<file path="src/hdl/urlmt_pkg.sv">
// Package: types, character codes and keyword tables of the line and mode tracker.
`timescale 1ns / 1ps
package urlmt_pkg;

  // Character codes
  localparam logic [7:0] LF_CHAR   = 8'h0A;
  localparam logic [7:0] CR_CHAR   = 8'h0D;
  localparam logic [7:0] HASH_CHAR = 8'h23;

  // Keyword matchers
  localparam int KW_COUNT  = 4;
  localparam int KW_MAXLEN = 19;
  localparam int KW_PW     = 5;
  localparam int KW_IW     = 2;

  localparam logic [KW_IW-1:0] KW_SPP_CLOSED = 2'd0;
  localparam logic [KW_IW-1:0] KW_CONN_DOWN  = 2'd1;
  localparam logic [KW_IW-1:0] KW_CMD_MODE   = 2'd2;
  localparam logic [KW_IW-1:0] KW_BYPASS     = 2'd3;

  // Keyword text, left-justified, zero padded to the longest keyword
  localparam logic [KW_MAXLEN*8-1:0] KW_TXT_SPP    = "SPPConnectionClosed";
  localparam logic [KW_MAXLEN*8-1:0] KW_TXT_DOWN   = {"ConnectionDown", 40'h0};
  localparam logic [KW_MAXLEN*8-1:0] KW_TXT_CMD    = {"CommandMode", 64'h0};
  localparam logic [KW_MAXLEN*8-1:0] KW_TXT_BYPASS = {"BypassMode", 72'h0};

  // Keyword length
  function automatic logic [KW_PW-1:0] kw_len(input logic [KW_IW-1:0] k);
    logic [KW_PW-1:0] len;
    unique case (k)
      KW_SPP_CLOSED: len = 5'd19;
      KW_CONN_DOWN:  len = 5'd14;
      KW_CMD_MODE:   len = 5'd11;
      KW_BYPASS:     len = 5'd10;
      default:       len = 5'd10;
    endcase
    return len;
  endfunction

  // Character at position p of keyword k; zero past the text
  function automatic logic [7:0] kw_char(input logic [KW_IW-1:0] k,
                                         input logic [KW_PW-1:0] p);
    logic [KW_MAXLEN*8-1:0] txt;
    logic [7:0]             ch;
    unique case (k)
      KW_SPP_CLOSED: txt = KW_TXT_SPP;
      KW_CONN_DOWN:  txt = KW_TXT_DOWN;
      KW_CMD_MODE:   txt = KW_TXT_CMD;
      KW_BYPASS:     txt = KW_TXT_BYPASS;
      default:       txt = KW_TXT_BYPASS;
    endcase
    if (int'(p) < KW_MAXLEN) begin
      ch = txt[8*(KW_MAXLEN-1-int'(p)) +: 8];
    end else begin
      ch = 8'h00;
    end
    return ch;
  endfunction

  // Controller states
  typedef enum logic [2:0] {
    ST_IDLE,
    ST_DECIDE,
    ST_STATUS,
    ST_FWD,
    ST_CR,
    ST_LF
  } state_t;

  // Controller to datapath commands
  typedef struct packed {
    logic take;
    logic load_stat;
    logic load_byte;
    logic load_cr;
    logic load_lf;
  } cmd_t;

  // Datapath to controller status
  typedef struct packed {
    logic fwd;
    logic keep_zero;
    logic last_byte;
    logic out_free;
  } stat_t;

endpackage

</file>
<file path="src/hdl/uart_response_line_mode_tracker_core.sv">
// Top level: UART response line tracker with command/bypass mode and hash forwarding.
//
//   channel | handshake           | payload
//   --------+---------------------+--------------------------------------------------------
//   in      | in_valid, in_stall  | in_rx_byte
//   out     | out_valid, out_stall| out_bypass_active, out_cli_valid, out_cli_byte, out_last
//
// One byte at a time. A byte with a single status result passes the decide and status
// states from accept to the next accept, its result loaded in the status state; a hash
// forward of N stored bytes passes decide, forward, CR and LF, one forwarded byte per
// cycle while the output is not stalled, off the line store's registered read port, with
// the final LF loaded in the LF state. The next byte is taken once the previous byte's
// final result is loaded.
// rst_n is synchronous; it clears mode, fill count and matchers, not the store.
// A stalled result holds the result register and pauses the sequence.
`timescale 1ns / 1ps
module uart_response_line_mode_tracker_core #(
  parameter int LINE_DEPTH = 32
) (
  input  logic       clk,
  input  logic       rst_n,
  input  logic       in_valid,
  output logic       in_stall,
  input  logic [7:0] in_rx_byte,
  output logic       out_valid,
  input  logic       out_stall,
  output logic       out_bypass_active,
  output logic       out_cli_valid,
  output logic [7:0] out_cli_byte,
  output logic       out_last
);
  import urlmt_pkg::*;

  cmd_t  cmd;
  stat_t stat;

  // Sequencer
  urlmt_ctrl u_ctrl (
    .clk      (clk),
    .rst_n    (rst_n),
    .in_valid (in_valid),
    .in_stall (in_stall),
    .cmd      (cmd),
    .stat     (stat)
  );

  // Line store, matchers and result register
  urlmt_dp #(
    .LINE_DEPTH (LINE_DEPTH)
  ) u_dp (
    .clk               (clk),
    .rst_n             (rst_n),
    .in_rx_byte        (in_rx_byte),
    .cmd               (cmd),
    .stat              (stat),
    .out_stall         (out_stall),
    .out_valid         (out_valid),
    .out_bypass_active (out_bypass_active),
    .out_cli_valid     (out_cli_valid),
    .out_cli_byte      (out_cli_byte),
    .out_last          (out_last)
  );

endmodule

</file>
<file path="src/hdl/urlmt_ctrl.sv">
// Controller: sequences one received byte through decode, status or forward run.
`timescale 1ns / 1ps
module urlmt_ctrl (
  input  logic             clk,
  input  logic             rst_n,
  input  logic             in_valid,
  output logic             in_stall,
  output urlmt_pkg::cmd_t  cmd,
  input  urlmt_pkg::stat_t stat
);
  import urlmt_pkg::*;

  state_t state_r, state_nxt;

  // State register
  always_ff @(posedge clk) begin
    if (!rst_n) begin
      state_r <= ST_IDLE;
    end else begin
      state_r <= state_nxt;
    end
  end

  // Next state and commands
  always_comb begin
    state_nxt = state_r;
    cmd       = '0;
    in_stall  = 1'b1;
    unique case (state_r)
      ST_IDLE: begin
        in_stall = 1'b0;
        if (in_valid) begin
          cmd.take  = 1'b1;
          state_nxt = ST_DECIDE;
        end
      end
      ST_DECIDE: begin
        if (!stat.fwd) begin
          state_nxt = ST_STATUS;
        end else if (stat.keep_zero) begin
          state_nxt = ST_CR;
        end else begin
          state_nxt = ST_FWD;
        end
      end
      ST_STATUS: begin
        if (stat.out_free) begin
          cmd.load_stat = 1'b1;
          state_nxt     = ST_IDLE;
        end
      end
      ST_FWD: begin
        if (stat.out_free) begin
          cmd.load_byte = 1'b1;
          if (stat.last_byte) begin
            state_nxt = ST_CR;
          end
        end
      end
      ST_CR: begin
        if (stat.out_free) begin
          cmd.load_cr = 1'b1;
          state_nxt   = ST_LF;
        end
      end
      ST_LF: begin
        if (stat.out_free) begin
          cmd.load_lf = 1'b1;
          state_nxt   = ST_IDLE;
        end
      end
      default: begin
        state_nxt = ST_IDLE;
      end
    endcase
  end

endmodule

</file>
<file path="src/hdl/urlmt_dp.sv">
// Datapath: line store, fill count, keyword matchers, mode and result register.
`timescale 1ns / 1ps
module urlmt_dp #(
  parameter int LINE_DEPTH = 32
) (
  input  logic             clk,
  input  logic             rst_n,
  input  logic [7:0]       in_rx_byte,
  input  urlmt_pkg::cmd_t  cmd,
  output urlmt_pkg::stat_t stat,
  input  logic             out_stall,
  output logic             out_valid,
  output logic             out_bypass_active,
  output logic             out_cli_valid,
  output logic [7:0]       out_cli_byte,
  output logic             out_last
);
  import urlmt_pkg::*;

  localparam int AW    = $clog2(LINE_DEPTH);
  localparam int CNT_W = $clog2(LINE_DEPTH + 1);

  logic [7:0]          mem [LINE_DEPTH];
  logic [7:0]          rd_data_r;
  logic [CNT_W-1:0]    fill_r;
  logic [CNT_W-1:0]    cnt;
  logic [KW_PW-1:0]    prog_r   [KW_COUNT];
  logic [KW_PW-1:0]    prog_upd [KW_COUNT];
  logic [KW_COUNT-1:0] seen_r;
  logic [KW_COUNT-1:0] seen_upd;
  logic                prev_cr_r;
  logic                mode_r;
  logic                mode_nxt;
  logic                fwd_r;
  logic [AW-1:0]       keep_r;
  logic [AW-1:0]       idx_r;
  logic [AW-1:0]       idx_nxt;
  logic                line_end;
  logic                hash_fwd;
  logic                clear_line;
  logic                out_valid_r;
  logic                bypass_r;
  logic                cli_valid_r;
  logic [7:0]          cli_byte_r;
  logic                last_r;
  logic                load_any;

  // Incremental keyword match, one step per matcher
  always_comb begin
    seen_upd = seen_r;
    for (int k = 0; k < KW_COUNT; k++) begin
      if (in_rx_byte == kw_char(KW_IW'(k), prog_r[k])) begin
        prog_upd[k] = prog_r[k] + KW_PW'(1);
      end else if (in_rx_byte == kw_char(KW_IW'(k), KW_PW'(0))) begin
        prog_upd[k] = KW_PW'(1);
      end else begin
        prog_upd[k] = '0;
      end
      if (prog_upd[k] == kw_len(KW_IW'(k))) begin
        seen_upd[k] = 1'b1;
        prog_upd[k] = '0;
      end
    end
  end

  // Line end, forward request and mode update
  always_comb begin
    cnt        = fill_r + CNT_W'(1);
    line_end   = (cnt > CNT_W'(2)) && (in_rx_byte == LF_CHAR) && prev_cr_r;
    hash_fwd   = !line_end && mode_r && (in_rx_byte == HASH_CHAR);
    clear_line = line_end || hash_fwd || (cnt >= CNT_W'(LINE_DEPTH));
    mode_nxt   = mode_r;
    if (line_end) begin
      if (mode_r) begin
        mode_nxt = !(seen_upd[KW_SPP_CLOSED] || seen_upd[KW_CONN_DOWN] ||
                     seen_upd[KW_CMD_MODE]);
      end else begin
        mode_nxt = seen_upd[KW_BYPASS];
      end
    end
  end

  // Line state, updated once per accepted item
  always_ff @(posedge clk) begin
    if (!rst_n) begin
      fill_r    <= '0;
      seen_r    <= '0;
      prev_cr_r <= 1'b0;
      mode_r    <= 1'b0;
      fwd_r     <= 1'b0;
      for (int k = 0; k < KW_COUNT; k++) begin
        prog_r[k] <= '0;
      end
    end else if (cmd.take) begin
      mode_r <= mode_nxt;
      fwd_r  <= hash_fwd;
      if (clear_line) begin
        fill_r    <= '0;
        seen_r    <= '0;
        prev_cr_r <= 1'b0;
        for (int k = 0; k < KW_COUNT; k++) begin
          prog_r[k] <= '0;
        end
      end else begin
        fill_r    <= cnt;
        seen_r    <= seen_upd;
        prev_cr_r <= (in_rx_byte == CR_CHAR);
        for (int k = 0; k < KW_COUNT; k++) begin
          prog_r[k] <= prog_upd[k];
        end
      end
    end
  end

  // Bytes ahead of the hash; fill is below depth here
  always_ff @(posedge clk) begin
    if (cmd.take) begin
      keep_r <= fill_r[AW-1:0];
    end
  end

  // Forward index; the read address runs one step ahead
  always_comb begin
    if (cmd.take) begin
      idx_nxt = '0;
    end else if (cmd.load_byte) begin
      idx_nxt = idx_r + AW'(1);
    end else begin
      idx_nxt = idx_r;
    end
  end

  always_ff @(posedge clk) begin
    if (!rst_n) begin
      idx_r <= '0;
    end else begin
      idx_r <= idx_nxt;
    end
  end

  // Line store: write on accept, registered read
  always_ff @(posedge clk) begin
    if (cmd.take) begin
      mem[fill_r[AW-1:0]] <= in_rx_byte;
    end
    rd_data_r <= mem[idx_nxt];
  end

  // Result register
  assign load_any = cmd.load_stat || cmd.load_byte || cmd.load_cr || cmd.load_lf;

  always_ff @(posedge clk) begin
    if (!rst_n) begin
      out_valid_r <= 1'b0;
    end else if (load_any) begin
      out_valid_r <= 1'b1;
    end else if (!out_stall) begin
      out_valid_r <= 1'b0;
    end
  end

  always_ff @(posedge clk) begin
    if (load_any) begin
      bypass_r    <= mode_r;
      cli_valid_r <= !cmd.load_stat;
      last_r      <= cmd.load_stat || cmd.load_lf;
      priority if (cmd.load_byte) begin
        cli_byte_r <= rd_data_r;
      end else if (cmd.load_cr) begin
        cli_byte_r <= CR_CHAR;
      end else if (cmd.load_lf) begin
        cli_byte_r <= LF_CHAR;
      end else begin
        cli_byte_r <= 8'h00;
      end
    end
  end

  // Status to the controller
  always_comb begin
    stat.fwd       = fwd_r;
    stat.keep_zero = (keep_r == '0);
    stat.last_byte = ({1'b0, idx_r} + (AW+1)'(1)) == {1'b0, keep_r};
    stat.out_free  = !out_valid_r || !out_stall;
  end

  assign out_valid         = out_valid_r;
  assign out_bypass_active = bypass_r;
  assign out_cli_valid     = cli_valid_r;
  assign out_cli_byte      = cli_byte_r;
  assign out_last          = last_r;

endmodule

</file>
<file path="config.mk">
export PLATFORM = sky130hd
export DESIGN_NAME = uart_response_line_mode_tracker_core
export DESIGN_NICKNAME = d
export VERILOG_FILES = /design/src/hdl/urlmt_pkg.sv /design/src/hdl/uart_response_line_mode_tracker_core.sv /design/src/hdl/urlmt_ctrl.sv /design/src/hdl/urlmt_dp.sv
export SDC_FILE = /design/constraint.sdc
export NUM_CORES = 1
export LEC_CHECK = 0
export BUFFER_PORTS_ARGS = -buffer_cell sky130_fd_sc_hd__buf_2
export CORE_MARGIN = 1
export CORE_UTILIZATION = 30
export CTS_CLUSTER_DIAMETER = 40
export CTS_CLUSTER_SIZE = 8
export DETAILED_ROUTE_END_ITERATION = 7
export RECOVER_POWER = 25
export SLEW_MARGIN = 20
export SYNTH_ARGS = -nofsm -noshare
export SYNTH_HDL_FRONTEND = slang
export SYNTH_SLANG_ARGS = --single-unit
</file>
<file path="constraint.sdc">
create_clock -name clk -period 3.7 [get_ports clk]
set_input_delay 0.74 -clock clk [delete_from_list [all_inputs] [get_ports clk]]
set_output_delay 0.74 -clock clk [all_outputs]
set_load 0.02 [all_outputs]
</file>
==> summary by stage <==
Clocking
TritonCTS built the clock tree. The count of hold buffers inserted by post-cts repair is 0. The clock transition at the registers of the reported paths is approximately 50 ps. CTS placed an instance of sky130_fd_sc_hd__clkbuf_16 at the clock tree root. TritonCTS created 51 clock buffers. The H-tree level count is 2.

The longest clock path from root to sink contains 3 buffers. The clock insertion delay at the later pin of the skew report is 550 ps. Counting every sink on the clock net gives 322.

Placed design
The worst slack at placement is 357 ps. The cell count after placement is 2120. Summed over all nets, the half-perimeter wirelength after detailed placement is 26500 um. The total of buffers placed on input and output ports is 24. The global placement routability congestion is 0.858.

Cells and area
Leaving out filler cells and counting taps, the final layout contains between 2000 and 2500. In the layout the commonest cells are sky130_fd_sc_hd__edfxtp_1 (287), sky130_fd_sc_hd__nand2_1 (193), sky130_fd_sc_hd__nor2_1 (97). The number of nets at the end of the flow is 1514. The layout-stage area growth over the synthesis result is 16.7%.

The library cell used most frequently in the layout, excluding fill and tap cells, is sky130_fd_sc_hd__edfxtp_1. Cells with a size suffix above 1 make up 11.4% of the layout.

Pwr
The analysis attributes to cell leakage a power of 0.00611 uW. Dividing total power by cell area gives a power density of 491 nW/um2. The overall power after layout is 9100 uW. The maximum resistive drop on vdd is 314 uV.

Logic synthesis
In this run the cell area of the synthesized design comes to 15900 um2. The share of the yosys chip area belonging to registers is between 50 and 60%. Yosys mapped a number of flops with a built-in enable equal to 287. The dominant cell type by area after synthesis is sky130_fd_sc_hd__edfxtp_1. The post-synthesis cell count is 1456. Among all flip-flop cells after synthesis, the most frequent one is sky130_fd_sc_hd__edfxtp_1. Counting distinct cell types in the post-synthesis netlist gives 77. Yosys attributes the largest share of cell area to sky130_fd_sc_hd__edfxtp_1 (54%), sky130_fd_sc_hd__nand2_1 (4.6%), sky130_fd_sc_hd__a211oi_1 (4.5%).

The yosys synthesis warning count is 0. Synthesis inferred 322 register bits. Counting flops with an async set or reset pin after synthesis yields a share of 0%. The mean cell area of the mapped netlist is 10.9 um2. The area share of the largest cell type after synthesis is between 50% and 60%.

The number of nets handed over by synthesis was between 1000 and 1500.

Critical path
The cell depth of the worst flop-to-flop path is 9. For the worst setup path, the data required time is 4100 ps. The launching point of the worst reg2reg path is u_dp.prog_r[3][0].

In this run the register-to-register setup slack is a little under 400 ps. The endpoint class of the critical path is a flop. STA classifies the critical path startpoint as an input port. The critical register-to-register path endpoint is u_dp.prog_r[3][4]. The signal arrival time at the worst endpoint is 3850 ps. The maximum net fanout on the critical path is 42. The setup path with the least slack is of type input port to flop.

GRT
The overflow left after global routing is 0. The first global-routing pass estimated 64600 um of wire. Entering global routing, the biggest net connects slightly below 70 pins. The via count of the first global-routing pass is 11242. Global routing consumed, over all layers together, 15.2% of the routing resources. The number of antenna violations at the first check in global routing is 3.

Drt
The post-route DRC violation count is 0. For this block, the routed nets add up to 41300 um of wire. For this run, the detailed router's first-pass iteration total came to 7. Dividing the detail-routed wire length by the instance count gives 18.7 um. The via count normalized by instance count is 5.30.

The detailed router's first-iteration violation count is between 1000 and 1500. The post-detailed-route count of antenna-violating nets is 0. Summing over every cut layer, the via total after detailed routing is 11676.

Floorplan
The floorplan step set the die height to 232 um. For this configuration, the core starts out at a cell density of 30.6%. The standard-cell row count is 83.

The placeable core region is 51800 um2. The die covers 53800 um2. 25 I/O pins were placed. In this run the horizontal extent of the chip is between 200 and 250 um.

Timing
The minimum clock period after layout is 3450 ps. The post-route worst setup slack is about 250 ps. The final number of hold-violating endpoints was 0. The final clock skew is 24.1 ps. The final-report max-slew violation count is about 160.

Setup repair after global routing left no endpoint under its margin. For the pin with the worst max-slew slack, the measured transition is 2140 ps. The portion of the clock cycle consumed by the worst path in the final layout is 93.2%. Hold is met by 465 ps. The setup-violating endpoint count in the final report is 0.

The accumulated negative setup slack is 0 ps. Headroom to the max-slew limit came out at -42.7%. The highest clock rate is 290 MHz.

Run status
The final reports fail on capacitance limit, slew limit. The run finished, with violations left.

Job
Across the run, the number of max-cap violations was 4.

Worst hold path
The worst min-delay path startpoint is u_dp.seen_r[2]. The worst min-delay path endpoint is u_dp.seen_r[2]. The worst hold path class is flop to flop. The number of cells traversed by the worst hold path is 1.
==> where the power goes <==
part	total (uW)	leakage (uW)	internal, uW	switching (uW)
Sequential	4090	0.00290	4030	57.9
Clock	4210	0.000716	2630	1580
Combinational	808	0.00249	292	516
Total	9100	0.00611	6950	2150
==> how the worst max path moves through the flow <==
stage                                  from  slack [ps]           endpoint
after floorplan                   out_stall         800  u_dp.rd_data_r[7]
after global placement            out_stall         410  u_dp.rd_data_r[1]
after detailed placement  u_dp.prog_r[3][0]         360  u_dp.prog_r[3][4]
after CTS                 u_dp.prog_r[3][0]         350  u_dp.prog_r[3][4]
after global routing          in_rx_byte[1]          50  u_dp.prog_r[3][3]
final                         in_rx_byte[1]         250  u_dp.prog_r[0][1]
==> repair_timing <==
action,CTS,global route
buffers inserted,0,0
setup endpoints to repair,0,3
resized for setup,0,1
==> cells in the mapped netlist (5+ instances only) <==
cell,instances
sky130_fd_sc_hd__o22ai_1,7
sky130_fd_sc_hd__a31oi_1,43
sky130_fd_sc_hd__nor4_1,5
sky130_fd_sc_hd__o31ai_1,5
sky130_fd_sc_hd__and3_1,14
sky130_fd_sc_hd__and2_0,20
sky130_fd_sc_hd__o211ai_1,9
sky130_fd_sc_hd__or3_1,8
sky130_fd_sc_hd__inv_1,20
sky130_fd_sc_hd__xnor2_1,28
sky130_fd_sc_hd__a211oi_1,95
sky130_fd_sc_hd__nor2_1,99
sky130_fd_sc_hd__nor3b_1,10
sky130_fd_sc_hd__xor2_1,16
sky130_fd_sc_hd__nand3_1,29
sky130_fd_sc_hd__ha_1,9
sky130_fd_sc_hd__buf_2,31
sky130_fd_sc_hd__a311oi_1,33
sky130_fd_sc_hd__nor2b_1,13
sky130_fd_sc_hd__nand2_1,194
sky130_fd_sc_hd__nor3_1,21
sky130_fd_sc_hd__nand3b_1,7
sky130_fd_sc_hd__a21oi_1,85
sky130_fd_sc_hd__and2_1,60
sky130_fd_sc_hd__dfxtp_1,35
sky130_fd_sc_hd__o311ai_0,5
sky130_fd_sc_hd__mux2i_1,9
sky130_fd_sc_hd__a21o_1,16
sky130_fd_sc_hd__clkbuf_1,78
sky130_fd_sc_hd__edfxtp_1,287
sky130_fd_sc_hd__buf_1,8
sky130_fd_sc_hd__o32ai_1,6
sky130_fd_sc_hd__nand2b_1,17
sky130_fd_sc_hd__o21ai_0,34
sky130_fd_sc_hd__o21a_1,5
sky130_fd_sc_hd__nand4_1,16
==> layer usage <==
metal  GRT usage, %  share of wire, %  vias to the layer above
li1               -                 -                     5550
met1           20.3                45                     5765
met2           25.3                49                      307
met3           2.35               4.8                       54
met4           4.56               1.6                        0
met5              0                 0                        -
==> metrics by stage <==
stage	utilization, %	area [um2]
2_1_floorplan	-	15900
3_3_place_gp	32.9	17100
3_5_place_dp	32.9	17100
4_1_cts	35.8	18500
5_1_grt	35.8	18500
6_report	35.8	18500
==> flip-flops by register name, summed over array words and instances, names as in the netlist <==
register,count
u_dp.mem,256
u_dp.prog_r,20
u_dp.out_cli_byte,8
u_dp.rd_data_r,8
u_dp.fill_r,6
u_dp.idx_r,5
u_dp.keep_r,5
u_dp.seen_r,4
u_ctrl.state_r,3
u_dp.fwd_r,1
u_dp.mode_r,1
u_dp.out_bypass_active,1
u_dp.out_cli_valid,1
u_dp.out_last,1
u_dp.out_valid,1
u_dp.prev_cr_r,1
==> critical path, stage by stage <==
cell and delay [ps]:
sky130_fd_sc_hd__buf_2 100, sky130_fd_sc_hd__clkbuf_1 1520, sky130_fd_sc_hd__o32ai_1 180, sky130_fd_sc_hd__nor4_1 270
sky130_fd_sc_hd__o2111ai_1 210, sky130_fd_sc_hd__a211oi_2 330, sky130_fd_sc_hd__nor3b_2 310, sky130_fd_sc_hd__and2_1 170
==> final cells by class <==
cell class | instances | area [um2]
multi-input combinational | 993 | 6010
sequential | 322 | 9320
antenna | 2 | 5.00
clock inverter | 12 | 108
timing repair buffer | 102 | 768
inverter | 23 | 86.3
fill | 5051 | 33300
clock buffer | 70 | 1380
tap | 680 | 851
==> logic make-up after synthesis <==
group | share of synthesized area [%]
compound gates | 17.2
xor+xnor | 2.43
fa+ha+maj | 0.710
buf+inv | 3.60
flops | 58.7
mux | 0.780
simple gates | 16.6
No activity file was read; power rests on OpenSTA's default activity.
